## src/rtl/core/pubf_pkg.sv

```systemverilog
// pubf_pkg: shared types, sizes and helpers for the per-user byte fifo
// used by pubf_lookup and per_user_byte_fifo; no dependencies

package pubf_pkg;

   // sizing
   localparam int CHANNELS = 8;
   localparam int SLOTS    = 256;
   localparam int CH_W     = (CHANNELS > 1) ? $clog2(CHANNELS) : 1;
   localparam int PTR_W    = (SLOTS > 1) ? $clog2(SLOTS) : 1;
   localparam int CNT_W    = PTR_W + 1;
   localparam int ADDR_W   = (CHANNELS * SLOTS > 1) ? $clog2(CHANNELS * SLOTS) : 1;
   localparam int ID_W     = 32;
   localparam int BYTE_W   = 8;
   localparam int CAP_W    = 8;
   localparam int FILL_W   = 8;
   localparam int STAT_W   = 3;
   localparam int FUNC_W   = 2;
   localparam logic [CAP_W-1:0] CAP_RESET = 8'd255;

   // request kinds
   typedef enum logic [FUNC_W-1:0] {
      FUNC_OPEN  = 2'd0,
      FUNC_WRITE = 2'd1,
      FUNC_READ  = 2'd2,
      FUNC_CLOSE = 2'd3
   } func_type;

   // result status codes
   typedef enum logic [STAT_W-1:0] {
      STAT_OK         = 3'd0,
      STAT_EMPTY      = 3'd1,
      STAT_FULL       = 3'd2,
      STAT_EOS        = 3'd3,
      STAT_UNKNOWN    = 3'd4,
      STAT_TABLE_FULL = 3'd5
   } status_type;

   // control sequencer
   typedef enum logic {
      STATE_IDLE = 1'b0,
      STATE_READ = 1'b1
   } state_type;

   // owner lookup result
   typedef struct packed {
      logic            hit;
      logic [CH_W-1:0] hit_idx;
      logic            free;
      logic [CH_W-1:0] free_idx;
   } lookup_type;

   // step a ring pointer, wrapping at the ring size
   function automatic logic [PTR_W-1:0] ptr_advance(input logic [PTR_W-1:0] ptr,
                                                    input logic [CNT_W-1:0] ring);
      logic [CNT_W-1:0] sum;
      sum = {1'b0, ptr} + CNT_W'(1);
      return (sum >= ring) ? '0 : sum[PTR_W-1:0];
   endfunction

   // bytes held between read and write pointers
   function automatic logic [CNT_W-1:0] ring_fill(input logic [PTR_W-1:0] rd,
                                                  input logic [PTR_W-1:0] wr,
                                                  input logic [CNT_W-1:0] ring);
      logic [CNT_W-1:0] rd_x;
      logic [CNT_W-1:0] wr_x;
      rd_x = {1'b0, rd};
      wr_x = {1'b0, wr};
      return (wr_x >= rd_x) ? (wr_x - rd_x) : (wr_x + ring - rd_x);
   endfunction

endpackage

```

## src/rtl/core/pubf_lookup.sv

```systemverilog
// pubf_lookup: parallel owner match and lowest free channel search
// depends on pubf_pkg

module pubf_lookup import pubf_pkg::*; (
   input  logic [CHANNELS-1:0]           valid,
   input  logic [CHANNELS-1:0][ID_W-1:0] owner,
   input  logic [ID_W-1:0]               user_id,
   output lookup_type                    result
);

   // scan from the top so the lowest channel wins
   always_comb begin
      result = '0;
      for (int c = CHANNELS - 1; c >= 0; c--) begin
         if (valid[c] && (owner[c] == user_id)) begin
            result.hit     = 1'b1;
            result.hit_idx = CH_W'(c);
         end
         if (!valid[c]) begin
            result.free     = 1'b1;
            result.free_idx = CH_W'(c);
         end
      end
   end

endmodule

```

## config.mk

```make
export PLATFORM = sky130hd
export DESIGN_NAME = pubf_lookup
export DESIGN_NICKNAME = d
export VERILOG_FILES = /design/src/rtl/core/pubf_pkg.sv /design/src/rtl/core/pubf_lookup.sv
export SDC_FILE = /design/constraint.sdc
export NUM_CORES = 1
export LEC_CHECK = 0
export ABC_CLOCK_PERIOD_IN_PS = 3900
export BUFFER_PORTS_ARGS = -buffer_cell sky130_fd_sc_hd__buf_2
export CAP_MARGIN = 30
export CORE_AREA = 2 2 117 119
export DETAILED_ROUTE_END_ITERATION = 10
export DIE_AREA = 0 0 119 121
export GPL_TIMING_DRIVEN = 1
export SLEW_MARGIN = 25
export SYNTH_ARGS = -nofsm -noshare
export SYNTH_HDL_FRONTEND = slang
export SYNTH_SLANG_ARGS = --single-unit
```

## constraint.sdc

```tcl
create_clock -name vclk -period 3.9
set_clock_uncertainty 0.2 [all_clocks]
set_input_delay 0.195 -clock vclk [all_inputs]
set_output_delay 0.195 -clock vclk [all_outputs]
set_load 0.05 [all_outputs]
```

==> results.md <==
Status:
- The run finished with clean final reports.

Floorplanning:
- The floorplan step set the die height to 121 µm.
- The initial utilization of the core area, before any placement, comes to 24.69%.
- From left edge to right edge, the die measures 119 µm.
- The number of placement rows is 42.
- The die area is 14400 µm².
- The floorplan step defined a core boundary enclosing between 10000 and 15000 µm².
- 304 I/O pins were placed.

Drt:
- In this run the remaining antenna-violating nets after routing total 0.
- After detailed routing, the total wire length is 17.45 mm.
- After detailed routing, the number of vias per cell comes to 4.616.
- The detailed router placed around 4000 vias in this run.
- The mean routed wirelength per cell is 20.29 µm.
- After the first detailed-routing iteration, the DRC count stood at 123.
- The remaining design rule violation count is 0.
- The first TritonRoute pass finished after 4 iterations.

Timing:
- Setup violations remaining at the end of the flow were counted as 0.
- The count of final hold-check violations is 0.
- Headroom to the max-slew limit came out at a little under three fifths.
- Setup repair after global routing left no endpoint under its margin.
- The transition time at the pin with the least slew margin is 0.6377 ns.
- The fmax is 304.9 MHz.
- The number of pins exceeding their max-slew limit in the final report is 0.
- The clock period minus worst slack is roughly 3.3 ns.
- Summed over all failing endpoints, the final setup total negative slack is 0 ns.
- Of the available clock period, the critical path in the final layout requires 84.11%.

Hold path:
- The worst min-delay path startpoint is valid[1].
- The worst min-delay path category is in -> out.

Worst setup path:
- On the critical path the largest part of the delay comes from simple AND/OR/NAND/NOR gates.
- The critical path goes through buf_2, xnor2_1, nand4_1, nor4_1, nand4_1, or4_1, nand2_1, a31oi_1, nor2_2, buf_2.
- The launch point of the worst path is user_id[21].
- The data arrival time at the worst-slack endpoint is 2.89 ns.
- The worst setup path is of the in -> out kind.
- Of all nets on the critical path, the largest fanout is 8.
- The required time of the critical path is 3.50 ns.
- The critical-path cell with the highest stage delay is sky130_fd_sc_hd__or4_1.
- The path length in cells of the critical path is 10.
- The endpoint of the most critical setup path is result[5].
- Together, buffers and inverters on the worst path number 2.
- The startpoint class of the critical path is an input port.
- The kind of end point of the critical path is a primary output.
- For this run, the slowest stage of the critical path takes 0.62 ns.

Yosys:
- Of the synthesized area, sequential elements account for 0%.
- The number of instances in the synthesized netlist is 410.
- The mean post-synth cell area is 7.880 µm².
- The count of distinct cell types in the synthesized netlist is 31.
- The mapped netlist covers 3231 µm².
- The total of warnings raised by yosys is 0.
- The post-synth net total is 706.

Power:
- In this run switching power makes up 49.45% of total power.
- The analysis attributes to net switching a power of 0.2671 mW.
- The internal power of the cells totals about 0.27 mW.
- The proportion of power drawn by combinational gates is 100.0%.
- Dividing total power by cell area gives a power density of 113.6 nW/µm².
- The overall power is 0.5400 mW.
- The analysis attributes to cell leakage a power of 2.085 nW.
- IR analysis of the VDD net gives a maximum drop of 0.06053 mV.
- Registers are responsible for 0% of the overall power.
- The part of the total power dissipated in the clock network is 0%.

Finish:
- The top cell types in the final layout, fill and taps aside, are 304 x sky130_fd_sc_hd__buf_2, 175 x sky130_fd_sc_hd__xnor2_1, 79 x sky130_fd_sc_hd__xor2_1.
- The final-stage net count is 982.
- Leaving out fill and tap cells, the most frequent cell in the layout is sky130_fd_sc_hd__buf_2.
- The utilization of the core after routing is 36.34%.
- The total of fill cells in the finished design is 1469.
- Sequential cells placed in the final layout were counted as 0.
- In the final layout, the share of cells above drive strength 1 is 46.05%.
- Clock buffers in the final layout number 0.
- The area growth from synthesis to layout is 47.17%.
- The number of diodes added for antenna fixing is 0.
- The sequential cell area in the final layout is 0 µm².

Clocking:
- Buffers added to address setup during post-CTS repair amount to 0.
- Post-CTS repair changed the size of 0 cells.
- After clock tree synthesis, the flow added hold-fix buffers numbering 0.

Placed design:
- Input and output buffers added on the ports amount to 304.
- The weighted congestion reported at the end of routability-driven placement is approximately 0.81.
- The placed wire-length estimate is 15.03 mm.

Global route:
- The first-pass GRT wire length is 24.54 mm.
- The via count of the first global-routing pass is between 4000 and 5000.
- Entering global routing, the biggest net connects 10 pins.
- Global routing used 23.29% of the available tracks across all layers.
- The initial antenna violation count is 0.
- The aggregate global routing overflow is 0.

Job:
- The number of max-cap violations is 0.
[synth_stat cells, drive strengths merged]
cell,n,area [µm²]
nor2,2,10.01
a21boi,2,15.01
nor3,6,30.03
and3,2,12.51
nand3,11,77.58
nand4,45,287.8
a41oi,1,8.760
nand2,10,37.54
xor2,79,691.9
o21ai,3,18.77
or4,2,18.77
buf,32,232.7
or3,2,12.51
nand3b,1,7.510
nand2b,2,12.51
nor4,26,162.7
inv,3,11.26
xnor2,176,1549
nor3b,1,7.510
a31oi,2,12.51
a21oi,2,13.76
[worst min path at each step]
stage,depth (start not counted),end,slack (ns)
floorplan,2,result[1],0.41
global placement,3,result[0],0.58
detailed placement,3,result[0],0.58
CTS,3,result[0],0.58
global route,3,result[0],0.59
finish,3,result[0],0.58
[through the flow]
step | std cells | setup WS, ns | cell area (µm²) | hold WS [ns]
final | 860 | 0.6199 | 4755 | 0.5786
after global routing | 860 | 0.4743 | 4755 | 0.5873
after CTS | 860 | 0.5332 | 4755 | 0.5783
after detailed placement | 860 | 0.5392 | 4755 | 0.5754
after global placement | 860 | 0.5597 | 4755 | 0.5763
after floorplan | 410 | 0.9024 | 3231 | 0.4104
[cells by family (layout without fill, tap and decap cells)]
family	after synthesis	after routing	share of synthesized area [%]
xor+xnor	255	255	69.36
compound gates	10	10	2.130
simple gates	110	110	20.95
buf+inv	35	309	7.552
[routing by layer]
metal	vias up	part of all wire [%]	GRT usage (%)
met3	18	7.4	3.524
met5	-	0	0
met1	1811	41	28.66
met4	0	1.9	3.869
met2	208	50	43.25
li1	1933	-	-
[power groups by stage]
stage                     Combinational (mW)  Sequential (mW)  Clock (mW)
after floorplan                        0.310                0           0
after global placement                 0.543                0           0
after detailed placement               0.542                0           0
after CTS                              0.545                0           0
after global routing                   0.588                0           0
final                                  0.540                0           0
[layout make-up]
cell class	instances	area, µm²	area share [%]
multi-input cells	375	2987	62.82
repair buffers	306	1536	32.32
well taps	176	220.2	4.632
inverters	3	11.26	0.2368
Note: power is estimated with default switching activity, not from simulation.
